`config.mk`:
```
export PLATFORM = sky130hd
export DESIGN_NAME = periodic_task_tick_scheduler
export DESIGN_NICKNAME = d
export VERILOG_FILES = /design/src/ptts_pkg.sv /design/src/ptts_slot_mem.sv /design/src/ptts_timebase.sv /design/src/ptts_sched.sv /design/src/periodic_task_tick_scheduler.sv
export SDC_FILE = /design/constraint.sdc
export NUM_CORES = 1
export LEC_CHECK = 0
export BUFFER_PORTS_ARGS = -buffer_cell sky130_fd_sc_hd__buf_4
export CORE_MARGIN = 2
export CORE_UTILIZATION = 48
export CTS_CLUSTER_DIAMETER = 40
export DETAILED_ROUTE_END_ITERATION = 16
export HOLD_SLACK_MARGIN = 0.06
export PLACE_DENSITY = 0.61
export SLEW_MARGIN = 20
export SYNTH_ARGS = -nofsm -noshare
export SYNTH_HDL_FRONTEND = slang
export SYNTH_HIERARCHICAL = 1
export SYNTH_SLANG_ARGS = --single-unit
```
`constraint.sdc`:
```
create_clock -name clock -period 14.01 [get_ports clock]
set_clock_uncertainty 0.15 [all_clocks]
set_input_delay 2.1015 -clock clock [delete_from_list [all_inputs] [get_ports clock]]
set_output_delay 2.1015 -clock clock [all_outputs]
set_load 0.03 [all_outputs]
```
`src/ptts_pkg.sv`:
```
// ----------------------------------------------------------------------------
// ptts_pkg
// Shared types, codes and helpers of the periodic task tick scheduler.
// ----------------------------------------------------------------------------
package ptts_pkg;

   localparam int TASK_SLOTS    = 8;
   localparam int COUNT_BITS    = 16;
   localparam int SLOT_BITS     = (TASK_SLOTS > 1) ? $clog2(TASK_SLOTS) : 1;
   localparam int SCAN_BITS     = $clog2(TASK_SLOTS + 1);
   localparam int DIVIDE_BITS   = 7;
   localparam int WATCHDOG_BITS = 16;
   localparam int ID_BITS       = 3;
   localparam int CSR_BITS      = 2;
   localparam int CSR_DATA_BITS = 16;
   localparam int REQ_DATA_BITS = 40;
   localparam int RSP_DATA_BITS = 32;

   localparam logic [DIVIDE_BITS-1:0]   FAST_DIVIDE_RESET    = 7'd5;
   localparam logic [DIVIDE_BITS-1:0]   SLOW_DIVIDE_RESET    = 7'd10;
   localparam logic [WATCHDOG_BITS-1:0] WATCHDOG_LIMIT_RESET = 16'd200;

   localparam logic [CSR_BITS-1:0] CSR_FAST_DIVIDE    = 2'd0;
   localparam logic [CSR_BITS-1:0] CSR_SLOW_DIVIDE    = 2'd1;
   localparam logic [CSR_BITS-1:0] CSR_WATCHDOG_LIMIT = 2'd2;

   localparam logic [1:0] SS_NONE      = 2'd0;
   localparam logic [1:0] SS_SUSPENDED = 2'd1;
   localparam logic [1:0] SS_ACTIVE    = 2'd2;

   typedef enum logic [2:0] {
      OP_TICK      = 3'd0,
      OP_CREATE    = 3'd1,
      OP_SUSPEND   = 3'd2,
      OP_RESUME    = 3'd3,
      OP_QUERY     = 3'd4,
      OP_DISPATCH  = 3'd5,
      OP_SET_TIMER = 3'd6
   } op_type;

   typedef enum logic [1:0] {
      ST_OK         = 2'd0,
      ST_FULL       = 2'd1,
      ST_NO_TASK    = 2'd2,
      ST_NONE_READY = 2'd3
   } status_type;

   typedef enum logic [2:0] {
      S_IDLE,
      S_SCAN,
      S_MODIFY,
      S_FETCH,
      S_LATCH
   } state_type;

   typedef struct packed {
      logic [COUNT_BITS-1:0] period;
      logic [COUNT_BITS-1:0] countdown;
      logic [COUNT_BITS-1:0] timer;
   } slot_row_type;

   typedef struct packed {
      logic                 we;
      logic [SLOT_BITS-1:0] waddr;
      slot_row_type         wdata;
      logic [SLOT_BITS-1:0] raddr;
   } mem_req_type;

   typedef struct packed {
      logic [2:0]            operation;
      logic [ID_BITS-1:0]    task_id;
      logic [COUNT_BITS-1:0] period_ticks;
      logic [COUNT_BITS-1:0] timer_ticks;
   } req_type;

   typedef struct packed {
      status_type  status;
      logic [2:0]  task_index;
      logic [1:0]  pause_state;
      logic [15:0] running_timer;
      logic        fast_flag;
      logic        slow_flag;
      logic        watchdog_error;
   } res_type;

   typedef struct packed {
      logic tick;
      logic flag_clear;
      logic wd_clear;
   } tb_ctrl_type;

   typedef struct packed {
      logic fast_pending;
      logic slow_pending;
      logic wd_error;
   } tb_stat_type;

   typedef struct packed {
      logic                 found;
      logic [SLOT_BITS-1:0] idx;
   } pick_type;

   function automatic pick_type first_set(logic [TASK_SLOTS-1:0] vec);
      pick_type p;
      p = '0;
      for (int i = TASK_SLOTS - 1; i >= 0; i--) begin
         if (vec[i]) begin
            p.found = 1'b1;
            p.idx   = SLOT_BITS'(i);
         end
      end
      return p;
   endfunction

endpackage

```
`src/ptts_slot_mem.sv`:
```
// ----------------------------------------------------------------------------
// ptts_slot_mem
// Slot memory: period, countdown and timer per slot, one write and one
// registered read per cycle. Never-written rows read as zero.
// ----------------------------------------------------------------------------
module ptts_slot_mem (
   input  logic                  clock,
   input  logic                  reset,
   input  ptts_pkg::mem_req_type mem_req,
   output ptts_pkg::slot_row_type rd_row
);

   ptts_pkg::slot_row_type             mem [ptts_pkg::TASK_SLOTS];
   ptts_pkg::slot_row_type             rd_ff;
   logic                               rd_valid_ff;
   logic                               rd_valid_in;
   logic [ptts_pkg::TASK_SLOTS-1:0]    valid_ff;
   logic [ptts_pkg::TASK_SLOTS-1:0]    valid_in;

   always_comb begin
      valid_in = valid_ff;
      if (mem_req.we) begin
         valid_in[mem_req.waddr] = 1'b1;
      end
      rd_valid_in = valid_ff[mem_req.raddr];
   end

   always_ff @(posedge clock) begin
      if (reset) begin
         valid_ff    <= '0;
         rd_valid_ff <= 1'b0;
      end else begin
         valid_ff    <= valid_in;
         rd_valid_ff <= rd_valid_in;
      end
   end

   always_ff @(posedge clock) begin
      if (mem_req.we) begin
         mem[mem_req.waddr] <= mem_req.wdata;
      end
      rd_ff <= mem[mem_req.raddr];
   end

   assign rd_row = rd_valid_ff ? rd_ff : '0;

endmodule

```
`src/ptts_timebase.sv`:
```
// ----------------------------------------------------------------------------
// ptts_timebase
// Configuration registers, fast and slow prescalers, pending flags and the
// saturating watchdog count.
// ----------------------------------------------------------------------------
module ptts_timebase (
   input  logic                               clock,
   input  logic                               reset,
   input  logic                               csr_we,
   input  logic [ptts_pkg::CSR_BITS-1:0]      csr_index,
   input  logic [ptts_pkg::CSR_DATA_BITS-1:0] csr_wdata,
   input  ptts_pkg::tb_ctrl_type              tb_ctrl,
   output ptts_pkg::tb_stat_type              tb_stat
);

   logic [ptts_pkg::DIVIDE_BITS-1:0]   fast_div_ff, fast_div_in;
   logic [ptts_pkg::DIVIDE_BITS-1:0]   slow_div_ff, slow_div_in;
   logic [ptts_pkg::WATCHDOG_BITS-1:0] wd_limit_ff, wd_limit_in;
   logic [ptts_pkg::DIVIDE_BITS-1:0]   fast_count_ff, fast_count_in;
   logic [ptts_pkg::DIVIDE_BITS-1:0]   slow_count_ff, slow_count_in;
   logic                               fast_pend_ff, fast_pend_in;
   logic                               slow_pend_ff, slow_pend_in;
   logic [ptts_pkg::WATCHDOG_BITS-1:0] wd_count_ff, wd_count_in;
   logic [ptts_pkg::DIVIDE_BITS-1:0]   fast_sum;
   logic [ptts_pkg::DIVIDE_BITS-1:0]   slow_sum;
   logic                               fast_fire;
   logic                               slow_fire;

   assign fast_sum  = fast_count_ff + 1'b1;
   assign slow_sum  = slow_count_ff + 1'b1;
   assign fast_fire = (fast_sum >= fast_div_ff);
   assign slow_fire = (slow_sum >= slow_div_ff);

   always_comb begin
      fast_div_in = fast_div_ff;
      slow_div_in = slow_div_ff;
      wd_limit_in = wd_limit_ff;
      if (csr_we) begin
         unique case (csr_index)
            ptts_pkg::CSR_FAST_DIVIDE:    fast_div_in = csr_wdata[ptts_pkg::DIVIDE_BITS-1:0];
            ptts_pkg::CSR_SLOW_DIVIDE:    slow_div_in = csr_wdata[ptts_pkg::DIVIDE_BITS-1:0];
            ptts_pkg::CSR_WATCHDOG_LIMIT: wd_limit_in = csr_wdata[ptts_pkg::WATCHDOG_BITS-1:0];
            default: ;
         endcase
      end
   end

   always_comb begin
      fast_count_in = fast_count_ff;
      slow_count_in = slow_count_ff;
      fast_pend_in  = fast_pend_ff;
      slow_pend_in  = slow_pend_ff;
      wd_count_in   = wd_count_ff;
      if (tb_ctrl.tick) begin
         fast_count_in = fast_fire ? '0 : fast_sum;
         if (fast_fire) begin
            fast_pend_in  = 1'b1;
            slow_count_in = slow_fire ? '0 : slow_sum;
            if (slow_fire) begin
               slow_pend_in = 1'b1;
            end
            if (wd_count_ff != '1) begin
               wd_count_in = wd_count_ff + 1'b1;
            end
         end
      end
      if (tb_ctrl.flag_clear) begin
         fast_pend_in = 1'b0;
         slow_pend_in = 1'b0;
      end
      if (tb_ctrl.wd_clear) begin
         wd_count_in = '0;
      end
   end

   always_ff @(posedge clock) begin
      if (reset) begin
         fast_div_ff   <= ptts_pkg::FAST_DIVIDE_RESET;
         slow_div_ff   <= ptts_pkg::SLOW_DIVIDE_RESET;
         wd_limit_ff   <= ptts_pkg::WATCHDOG_LIMIT_RESET;
         fast_count_ff <= '0;
         slow_count_ff <= '0;
         fast_pend_ff  <= 1'b0;
         slow_pend_ff  <= 1'b0;
         wd_count_ff   <= '0;
      end else begin
         fast_div_ff   <= fast_div_in;
         slow_div_ff   <= slow_div_in;
         wd_limit_ff   <= wd_limit_in;
         fast_count_ff <= fast_count_in;
         slow_count_ff <= slow_count_in;
         fast_pend_ff  <= fast_pend_in;
         slow_pend_ff  <= slow_pend_in;
         wd_count_ff   <= wd_count_in;
      end
   end

   assign tb_stat.fast_pending = fast_pend_ff;
   assign tb_stat.slow_pending = slow_pend_ff;
   assign tb_stat.wd_error     = fast_fire && (wd_count_ff > wd_limit_ff);

endmodule

```
`src/ptts_sched.sv`:
```
// ----------------------------------------------------------------------------
// ptts_sched
// Command sequencer: slot flags, read-modify-write of the slot memory,
// tick scan over all slots and result assembly.
// ----------------------------------------------------------------------------
module ptts_sched (
   input  logic                   clock,
   input  logic                   reset,
   input  logic                   req_tvalid,
   output logic                   req_tready,
   input  ptts_pkg::req_type      req,
   input  logic                   rsp_free,
   output logic                   res_load,
   output ptts_pkg::res_type      res,
   output ptts_pkg::mem_req_type  mem_req,
   input  ptts_pkg::slot_row_type rd_row,
   output ptts_pkg::tb_ctrl_type  tb_ctrl,
   input  ptts_pkg::tb_stat_type  tb_stat
);

   ptts_pkg::state_type                state_ff, state_in;
   logic [ptts_pkg::SCAN_BITS-1:0]     scan_ff, scan_in;
   logic [ptts_pkg::TASK_SLOTS-1:0]    exists_ff, exists_in;
   logic [ptts_pkg::TASK_SLOTS-1:0]    ready_ff, ready_in;
   logic [ptts_pkg::TASK_SLOTS-1:0]    susp_ff, susp_in;
   logic [ptts_pkg::SLOT_BITS-1:0]     running_ff, running_in;
   logic [ptts_pkg::COUNT_BITS-1:0]    tval_ff, tval_in;
   ptts_pkg::res_type                  res_ff, res_in;
   logic                               accept;
   logic                               scan_done;
   logic                               id_ok;
   logic [ptts_pkg::SLOT_BITS-1:0]     id_idx;
   logic [ptts_pkg::SLOT_BITS-1:0]     wb_idx;
   logic [ptts_pkg::COUNT_BITS-1:0]    cd_dec;
   ptts_pkg::pick_type                 pick_free;
   ptts_pkg::pick_type                 pick_ready;

   assign req_tready = (state_ff == ptts_pkg::S_IDLE);
   assign accept     = req_tvalid && req_tready;
   assign scan_done  = (scan_ff == ptts_pkg::SCAN_BITS'(ptts_pkg::TASK_SLOTS));
   assign id_ok      = (32'(req.task_id) < ptts_pkg::TASK_SLOTS) && exists_ff[id_idx];
   assign id_idx     = req.task_id[ptts_pkg::SLOT_BITS-1:0];
   assign wb_idx     = ptts_pkg::SLOT_BITS'(scan_ff - 1'b1);
   assign cd_dec     = rd_row.countdown - 1'b1;
   assign pick_free  = ptts_pkg::first_set(~exists_ff);
   assign pick_ready = ptts_pkg::first_set(ready_ff & exists_ff);

   always_comb begin
      state_in = state_ff;
      unique case (state_ff)
         ptts_pkg::S_IDLE: begin
            if (accept) begin
               unique case (ptts_pkg::op_type'(req.operation))
                  ptts_pkg::OP_TICK:      state_in = ptts_pkg::S_SCAN;
                  ptts_pkg::OP_SET_TIMER: state_in = ptts_pkg::S_MODIFY;
                  default:                state_in = ptts_pkg::S_FETCH;
               endcase
            end
         end
         ptts_pkg::S_SCAN:   if (scan_done) state_in = ptts_pkg::S_FETCH;
         ptts_pkg::S_MODIFY: state_in = ptts_pkg::S_FETCH;
         ptts_pkg::S_FETCH:  state_in = ptts_pkg::S_LATCH;
         ptts_pkg::S_LATCH:  if (rsp_free) state_in = ptts_pkg::S_IDLE;
         default:            state_in = ptts_pkg::S_IDLE;
      endcase
   end

   always_comb begin
      scan_in       = scan_ff;
      exists_in     = exists_ff;
      ready_in      = ready_ff;
      susp_in       = susp_ff;
      running_in    = running_ff;
      tval_in       = tval_ff;
      res_in        = res_ff;
      res_load      = 1'b0;
      tb_ctrl       = '0;
      mem_req       = '0;
      mem_req.raddr = running_ff;

      unique case (state_ff)
         ptts_pkg::S_IDLE: begin
            if (accept) begin
               res_in  = '0;
               tval_in = req.timer_ticks;
               scan_in = '0;
               unique case (ptts_pkg::op_type'(req.operation))
                  ptts_pkg::OP_TICK: begin
                     tb_ctrl.tick          = 1'b1;
                     res_in.watchdog_error = tb_stat.wd_error;
                  end
                  ptts_pkg::OP_CREATE: begin
                     if (pick_free.found) begin
                        mem_req.we                = 1'b1;
                        mem_req.waddr             = pick_free.idx;
                        mem_req.wdata.period      = req.period_ticks;
                        mem_req.wdata.countdown   = req.period_ticks;
                        mem_req.wdata.timer       = '0;
                        exists_in[pick_free.idx]  = 1'b1;
                        ready_in[pick_free.idx]   = 1'b1;
                        susp_in[pick_free.idx]    = 1'b0;
                        res_in.task_index         = 3'(pick_free.idx);
                     end else begin
                        res_in.status = ptts_pkg::ST_FULL;
                     end
                  end
                  ptts_pkg::OP_SUSPEND, ptts_pkg::OP_RESUME, ptts_pkg::OP_QUERY: begin
                     res_in.task_index = req.task_id;
                     if (id_ok) begin
                        if (ptts_pkg::op_type'(req.operation) == ptts_pkg::OP_SUSPEND) begin
                           susp_in[id_idx] = 1'b1;
                        end else if (ptts_pkg::op_type'(req.operation) ==
                                     ptts_pkg::OP_RESUME) begin
                           susp_in[id_idx] = 1'b0;
                        end
                        res_in.pause_state = susp_in[id_idx] ? ptts_pkg::SS_SUSPENDED
                                                             : ptts_pkg::SS_ACTIVE;
                     end else begin
                        res_in.status      = ptts_pkg::ST_NO_TASK;
                        res_in.pause_state = ptts_pkg::SS_NONE;
                     end
                  end
                  ptts_pkg::OP_DISPATCH: begin
                     tb_ctrl.flag_clear = 1'b1;
                     res_in.fast_flag   = tb_stat.fast_pending;
                     res_in.slow_flag   = tb_stat.slow_pending;
                     if (pick_ready.found) begin
                        ready_in[pick_ready.idx] = 1'b0;
                        running_in               = pick_ready.idx;
                        res_in.task_index        = 3'(pick_ready.idx);
                     end else begin
                        res_in.status    = ptts_pkg::ST_NONE_READY;
                        tb_ctrl.wd_clear = 1'b1;
                     end
                  end
                  ptts_pkg::OP_SET_TIMER: begin
                     res_in.task_index = 3'(running_ff);
                  end
                  default: ;
               endcase
            end
         end
         ptts_pkg::S_SCAN: begin
            mem_req.raddr = ptts_pkg::SLOT_BITS'(scan_ff);
            scan_in       = scan_ff + 1'b1;
            if (scan_ff != '0) begin
               mem_req.we              = 1'b1;
               mem_req.waddr           = wb_idx;
               mem_req.wdata           = rd_row;
               mem_req.wdata.timer     = (rd_row.timer != '0) ? rd_row.timer - 1'b1 : '0;
               if (susp_ff[wb_idx]) begin
                  ready_in[wb_idx] = 1'b0;
               end else if (rd_row.period != '0) begin
                  if (cd_dec == '0) begin
                     mem_req.wdata.countdown = rd_row.period;
                     ready_in[wb_idx]        = 1'b1;
                  end else begin
                     mem_req.wdata.countdown = cd_dec;
                  end
               end
            end
         end
         ptts_pkg::S_MODIFY: begin
            mem_req.we          = 1'b1;
            mem_req.waddr       = running_ff;
            mem_req.wdata       = rd_row;
            mem_req.wdata.timer = tval_ff;
         end
         ptts_pkg::S_FETCH: ;
         ptts_pkg::S_LATCH: begin
            if (rsp_free) begin
               res_load = 1'b1;
            end
         end
         default: ;
      endcase
   end

   always_ff @(posedge clock) begin
      if (reset) begin
         state_ff   <= ptts_pkg::S_IDLE;
         scan_ff    <= '0;
         exists_ff  <= '0;
         ready_ff   <= '0;
         susp_ff    <= '0;
         running_ff <= '0;
      end else begin
         state_ff   <= state_in;
         scan_ff    <= scan_in;
         exists_ff  <= exists_in;
         ready_ff   <= ready_in;
         susp_ff    <= susp_in;
         running_ff <= running_in;
      end
   end

   always_ff @(posedge clock) begin
      tval_ff <= tval_in;
      res_ff  <= res_in;
   end

   always_comb begin
      res               = res_ff;
      res.running_timer = rd_row.timer;
   end

endmodule

```
`src/periodic_task_tick_scheduler.sv`:
```
// ----------------------------------------------------------------------------
// periodic_task_tick_scheduler
// Cooperative time-triggered task scheduler over a small slot memory.
//
//   channel  dir  fields (low bit first)
//   req_     in   tuser: operation; tdata: task_id, period_ticks, timer_ticks
//   rsp_     out  tdata: status, task_index, pause_state, running_timer,
//                        fast_flag, slow_flag, watchdog_error
//   csr_     in   we, index (0 fast_divide, 1 slow_divide, 2 watchdog_limit)
//
// One item at a time. A tick makes a read-modify-write pass over
// the slot memory, one slot per cycle, plus the running task's timer fetch.
// Set-timer adds a modify step ahead of the fetch and latch that end every operation.
// Synchronous reset; the slot rows need no clearing pass (valid bits).
// The result sits in an output register; a new item is taken while it waits.
// ----------------------------------------------------------------------------
module periodic_task_tick_scheduler (
   input  logic                               clock,
   input  logic                               reset,
   input  logic                               req_tvalid,
   output logic                               req_tready,
   input  logic [2:0]                         req_tuser,  // operation
   input  logic [ptts_pkg::REQ_DATA_BITS-1:0] req_tdata,  // task_id, period_ticks, timer_ticks
   output logic                               rsp_tvalid,
   input  logic                               rsp_tready,
   output logic [ptts_pkg::RSP_DATA_BITS-1:0] rsp_tdata,  // status, task_index, pause_state,
                                                          // running_timer, fast_flag,
                                                          // slow_flag, watchdog_error
   input  logic                               csr_we,
   input  logic [ptts_pkg::CSR_BITS-1:0]      csr_index,
   input  logic [ptts_pkg::CSR_DATA_BITS-1:0] csr_wdata
);

   ptts_pkg::req_type                  req;
   ptts_pkg::res_type                  res;
   ptts_pkg::mem_req_type              mem_req;
   ptts_pkg::slot_row_type             rd_row;
   ptts_pkg::tb_ctrl_type              tb_ctrl;
   ptts_pkg::tb_stat_type              tb_stat;
   logic                               res_load;
   logic                               rsp_free;
   logic                               rsp_valid_ff, rsp_valid_in;
   logic [ptts_pkg::RSP_DATA_BITS-1:0] rsp_data_ff, rsp_data_in;

   assign req.operation    = req_tuser;
   assign req.task_id      = req_tdata[2:0];
   assign req.period_ticks = req_tdata[18:3];
   assign req.timer_ticks  = req_tdata[34:19];

   ptts_timebase u_timebase (
      .clock     (clock),
      .reset     (reset),
      .csr_we    (csr_we),
      .csr_index (csr_index),
      .csr_wdata (csr_wdata),
      .tb_ctrl   (tb_ctrl),
      .tb_stat   (tb_stat)
   );

   ptts_slot_mem u_slot_mem (
      .clock   (clock),
      .reset   (reset),
      .mem_req (mem_req),
      .rd_row  (rd_row)
   );

   ptts_sched u_sched (
      .clock      (clock),
      .reset      (reset),
      .req_tvalid (req_tvalid),
      .req_tready (req_tready),
      .req        (req),
      .rsp_free   (rsp_free),
      .res_load   (res_load),
      .res        (res),
      .mem_req    (mem_req),
      .rd_row     (rd_row),
      .tb_ctrl    (tb_ctrl),
      .tb_stat    (tb_stat)
   );

   assign rsp_free = !rsp_valid_ff || rsp_tready;

   always_comb begin
      rsp_valid_in = rsp_valid_ff && !rsp_tready;
      rsp_data_in  = rsp_data_ff;
      if (res_load) begin
         rsp_valid_in = 1'b1;
         rsp_data_in  = {6'b0, res.watchdog_error, res.slow_flag, res.fast_flag,
                         res.running_timer, res.pause_state, res.task_index,
                         res.status};
      end
   end

   always_ff @(posedge clock) begin
      if (reset) begin
         rsp_valid_ff <= 1'b0;
      end else begin
         rsp_valid_ff <= rsp_valid_in;
      end
   end

   always_ff @(posedge clock) begin
      rsp_data_ff <= rsp_data_in;
   end

   assign rsp_tvalid = rsp_valid_ff;
   assign rsp_tdata  = rsp_data_ff;

endmodule

```
Word level (Yosys, flattened, before mapping)
Memory sizes are Yosys's and may differ from the RTL's. A register that Yosys moved wholly into a read port is not among the register bits. Index checks and enable logic that the tools add are counted.

Divide/modulo/power cells: 0. Order comparisons: 14. Bitwise logic cells: 15. Add/subtract/negate cells: 7. Reduce and logical (&&, ||, !) cells: 37. Equality and inequality tests: 25. Muxes and demuxes: 90. Shift-type cells: 0. Multiply operators: 0.

Operators with widths (number): two-way mux 52 bit (4); case mux 52 bit (3 select lines) (1); two-way mux 8 bit (15); two-way mux 4 bit (17); two-way mux 16 bit (4); two-way mux 48 bit (1); case mux 8 bit (2 select lines) (3); bitwise AND 8 bit (5); NOT 8 bit (5); OR 8 bit (5); nonzero test 16 bit (2); subtractor 16 x 1 -> 16 bit (second input constant) (2); < comparator 3 x 4 -> 1 bit (second input constant) (6); two-way mux 3 bit (8); two-way mux 1 bit (17); adder 16 x 1 -> 16 bit (second input constant) (1); > comparator 16 bit (1); zero test 16 bit (1); inequality test 16 bit (second input constant) (1); demux 1 bit (select 3 bit) (5); greater-or-equal comparator 3 x 1 -> 1 bit (second input constant) (5); case mux 3 bit (5 select lines) (1); adder 7 x 1 -> 7 bit (second input constant) (2); greater-or-equal comparator 7 bit (2); other kinds (33) (74).

Memories kept: 1. Bits in latches: 0. Input bits: 66. Memory bits (writable): 384. Memory bits (read-only): 0. Register bits: 158. Word-level logic and storage cells: 214. Output and inout port bits: 34.

Memories: u_slot_mem.mem (words 8, bits a word 48, rd ports 1, clocked after Yosys merged registers in 1, write ports 1, RTL line ptts_slot_mem.sv:13) `ptts_pkg::slot_row_type mem [ptts_pkg::TASK_SLOTS];`.

Longest topological paths before layout
Word-level depth: 19. Gate-level depth with buffers: 13. Gate-level depth less buffers: 10.

Modules after synthesis
The synthesis kept the hierarchy.

By module, submodules not included: ptts_slot_mem (cells an instance 698, area an instance 16065.4 um2, times used 1, sequential area each 12672.2 um2); ptts_sched (cells an instance 668, area an instance 5016.1 um2, times used 1, sequential area each 1461.4 um2); ptts_timebase (cells an instance 424, area an instance 3599.7 um2, times used 1, sequential area each 1241.2 um2); periodic_task_tick_scheduler (cells an instance 37, area an instance 875.8 um2, times used 1, sequential area each 800.8 um2).

Worst setup path before layout
Ideal clock, no wire load.

Path type: input -> register. Start point: in req_tuser[0]. End point: mem u_slot_mem/mem[0][0] (netlist bit) (enable). Cell stages on the path: 6. Path slack: 4.782 ns. Data arrival time: 8.485 ns. Path buffers: 2. Required time: 13.267 ns. Library setup time: 0.593 ns. Path through: clkbuf_1 -> o211ai_1 -> nor2_1 -> clkbuf_1 -> or2_2 -> nor4b_1.

RTL lines: from (decl) (RTL line periodic_task_tick_scheduler.sv:22) `input logic [2:0] req_tuser,`; to (decl) (RTL line ptts_slot_mem.sv:13).

==> results.toml <==
[outcome]
status = "finished clean"

[hold_path]
holdPathStages = 0
min_to = "rsp_tdata[0]"
min_from = "u_sched/res[24]"
hold_class = "flop to flop"

[finish]
area_growth_pct = 16.3
final_cells = 2679
fillers = 4159
diodes = 0
final_net_count = 2022
drive_gt1_share_pct = 23.5
fin_area_um2 = 29700

[clock_tree]
cts_setup_buffers = 0
cts_root_buf = "clkbuf_16"
numCtsBuffers = 85
ctsResizeCount = 0
clock_sinks = 590
path_clk_slew_ns = 0.05
tritoncts = "built"
insertion_delay_ns = 0.62
hold_buffers = 0
h-tree-depth = 3
clock_path_buffers = 3

[synth]
synth_commonest_cells = "edfxtp_1 (436), dfxtp_1 (154), nand2_1 (153), nor2_1 (107), mux4_2 (103)"
synth.most_common_cell = "edfxtp_1"
synthesis.area_um2 = 25600
synth_edf_count = 436
syn_avg_cell_area_um2 = 14.0
yosysTopAreaCellShare_pct = 51.2
synth_flop_cell = "edfxtp_1"
synth-async-reset-ratio_pct = 0
yosysWarnings = 6
syn_inst = 1827
synth_seq_cells = 590
yosysSeqAreaShare_pct = 63.3
ys_types = 82
yosysTopAreaCell = "edfxtp_1"
yosys-top-cells-area = "edfxtp_1 (51%), dfxtp_1 (12%), mux4_2 (9.1%)"

[route]
drc = 0
finalWirelength_um = 58100
ant_nets = 0
avgRoutedWirePerCell_um = 21.7
vias_per_cell = 5.88
route.vias.total = 15800
drt_iter0_drc = 968
drt_pass1_iterations = 5

[die]
fp.dieArea_um2 = 55100
die_x_um = 235
row_count = 84
num_io_pins = 100
start_util_pct = 48.6
coreArea_um2 = 52600
die_height_um = 235

[timing]
max_freq_mhz = 176
period_minus_slack_ns = 5.70
relSlewSlack_pct = 29.5
tightest_slew_ns = 1.06
whs_ns = 0.268
finalCritPeriodShare_pct = 40.7
drv_slew = 0
hold_viol = 0
rsz0062_at_grt = "no"
setup_viol_count_final = 0
tns_ns = 0

[critical_path]
critPathRequiredTime_ns = 14.10
crit_path_end_kind = "flop"
r2r_cells = 9
reg2reg_from = "u_sched/scan_ff[0]"
crit_path_start_kind = "input pin"
worstSetupPathType = "input pin to flop"
crit_fanout = 38
reg2reg_slack_ns = 9.20
cp.arrival_ns = 5.78
rr_endpoint = "u_slot_mem/mem[1][3]"

[placed_design]
place.gp.congestion = 0.895
dp_hpwl_um = 34400
dpl.cell_count = 2519
io_buffers = 88
place_area_um2 = 26800

[grt]
grt_max_degree = 63
grt_pass1_wl_um = 90700
gr-total-overflow = 0
antenna_found_initial = 0
grt_pass1_vias = 15700
track_usage_pct = 21.0

[power_and_ir_drop]
total_power_mw = 4.50
peakVddDrop_mv = 0.0907
p_leak_nw = 10.4
p_per_area_nw_per_um2 = 152

[job]
cap_violations = 0
power by group:
part / internal (mW) / total [mW] / switching (mW)
Clock: 1.34 / 2.15 / 0.803
Sequential: 1.95 / 1.97 / 0.0241
Combinational: 0.146 / 0.386 / 0.239
placed cells by master (no fill, tap or decap), types with 7 or more instances in the layout:
cell type	synthesis	layout
inv_6	0	10
o22ai_1	11	11
and3_1	12	12
nand3_1	29	29
nand2b_1	10	10
nor2_1	107	105
a31oi_1	13	13
o31ai_1	13	13
nor3b_1	14	11
xnor2_1	17	17
clkinv_4	0	10
or3_1	13	13
a22oi_1	7	7
nor3_1	27	26
and2_1	50	50
o21ai_0	67	65
a21o_1	12	12
mux2_2	49	49
a32o_1	10	10
nand4_1	21	21
a21oi_1	86	86
mux2i_1	15	15
buf_4	26	117
nand2_1	153	151
a22o_1	17	17
edfxtp_1	436	436
dfxtp_1	154	154
inv_1	54	54
clkinvlp_4	0	10
nor2b_1	15	15
or4_1	21	21
xor2_1	15	15
a211oi_1	7	7
o211ai_1	15	15
ha_1	38	38
clkinv_2	0	15
clkbuf_16	0	91
mux4_2	103	103
cell families (layout without fill, tap and decap cells):
logic type	count (synthesis)	in the layout	share of synthesized area, %
AOI/OAI and AO/OA	312	312	8.03
xor gates and xnor gates	33	33	1.16
adders and majority gates	38	38	1.86
buffers and inverters	172	331	3.39
DFF	590	590	63.3
muxes	167	167	11.8
other	1	6	0.0147
and+or+nand+nor	514	514	10.4
layer usage:
metal	track usage [%]	up-vias	share of wire, %
met4	6.62	0	2.5
met5	0	-	0
met1	28.4	7953	44
met2	34.8	460	49
li1	-	7226	-
met3	3.70	112	4.9
area by class of cell:
class                      count  area (um2)  area share [%]
sequential                   590       16200            54.4
multi-input combinational   1070        8640            29.1
clock buffer                 103        2380            8.02
timing repair buffer         117         878            2.96
tap                          688         861            2.90
clock inverter                57         578            1.95
inverter                      54         203           0.682
registers in the layout (all words and copies together), names as in the netlist, named ones only:
register,flops
u_timebase/fast_count_ff,7
u_sched/exists_ff,8
u_timebase/wd_limit_ff,16
u_timebase/slow_pend_ff,1
u_sched/susp_ff,8
u_slot_mem/rd_valid_ff,1
u_sched/scan_ff,4
rsp_tdata,26
u_sched/running_ff,3
u_timebase/slow_div_ff,7
u_slot_mem/valid_ff,8
rsp_tvalid,1
u_sched/state_ff,3
u_timebase/fast_pend_ff,1
u_timebase/wd_count_ff,16
u_timebase/fast_div_ff,7
u_sched/tval_ff,16
u_timebase/slow_count_ff,7
u_slot_mem/rd_ff,48
u_sched/res,10
u_slot_mem/mem,384
critical path, stage by stage:
cell	delay (ns)
buf_4	0.14
nor2_1	0.17
o211ai_1	0.24
nor2_2	0.13
buf_4	0.40
inv_1	0.17
o221ai_1	0.66
nand2_1	0.28
nor3b_4	0.73
buf_4	0.71
worst max path at each step:
| stage | start | endpoint | slack, ns | depth (start not counted) |
|---|---|---|---|---|
| finish | req_tuser[2] | u_slot_mem/mem[3][8] | 8.31 | 10 |
| global route | req_tuser[2] | u_slot_mem/mem[1][8] | 8.04 | 9 |
| CTS | req_tuser[2] | u_slot_mem/mem[1][8] | 8.30 | 9 |
| detailed placement | req_tuser[2] | u_slot_mem/mem[1][2] | 7.66 | 9 |
| global placement | req_tuser[2] | u_slot_mem/mem[3][3] | 7.51 | 10 |
| floorplan | req_tuser[0] | u_slot_mem/mem[0][0] | 4.78 | 6 |
per-stage QoR:
stage,setup WS (ns),util [%]
6_report,8.31,56.5
5_1_grt,8.04,56.5
4_1_cts,8.30,56.5
3_5_place_dp,7.66,50.9
3_3_place_gp,7.51,50.9
2_1_floorplan,4.78,-
(Power assumes the default switching activity.)
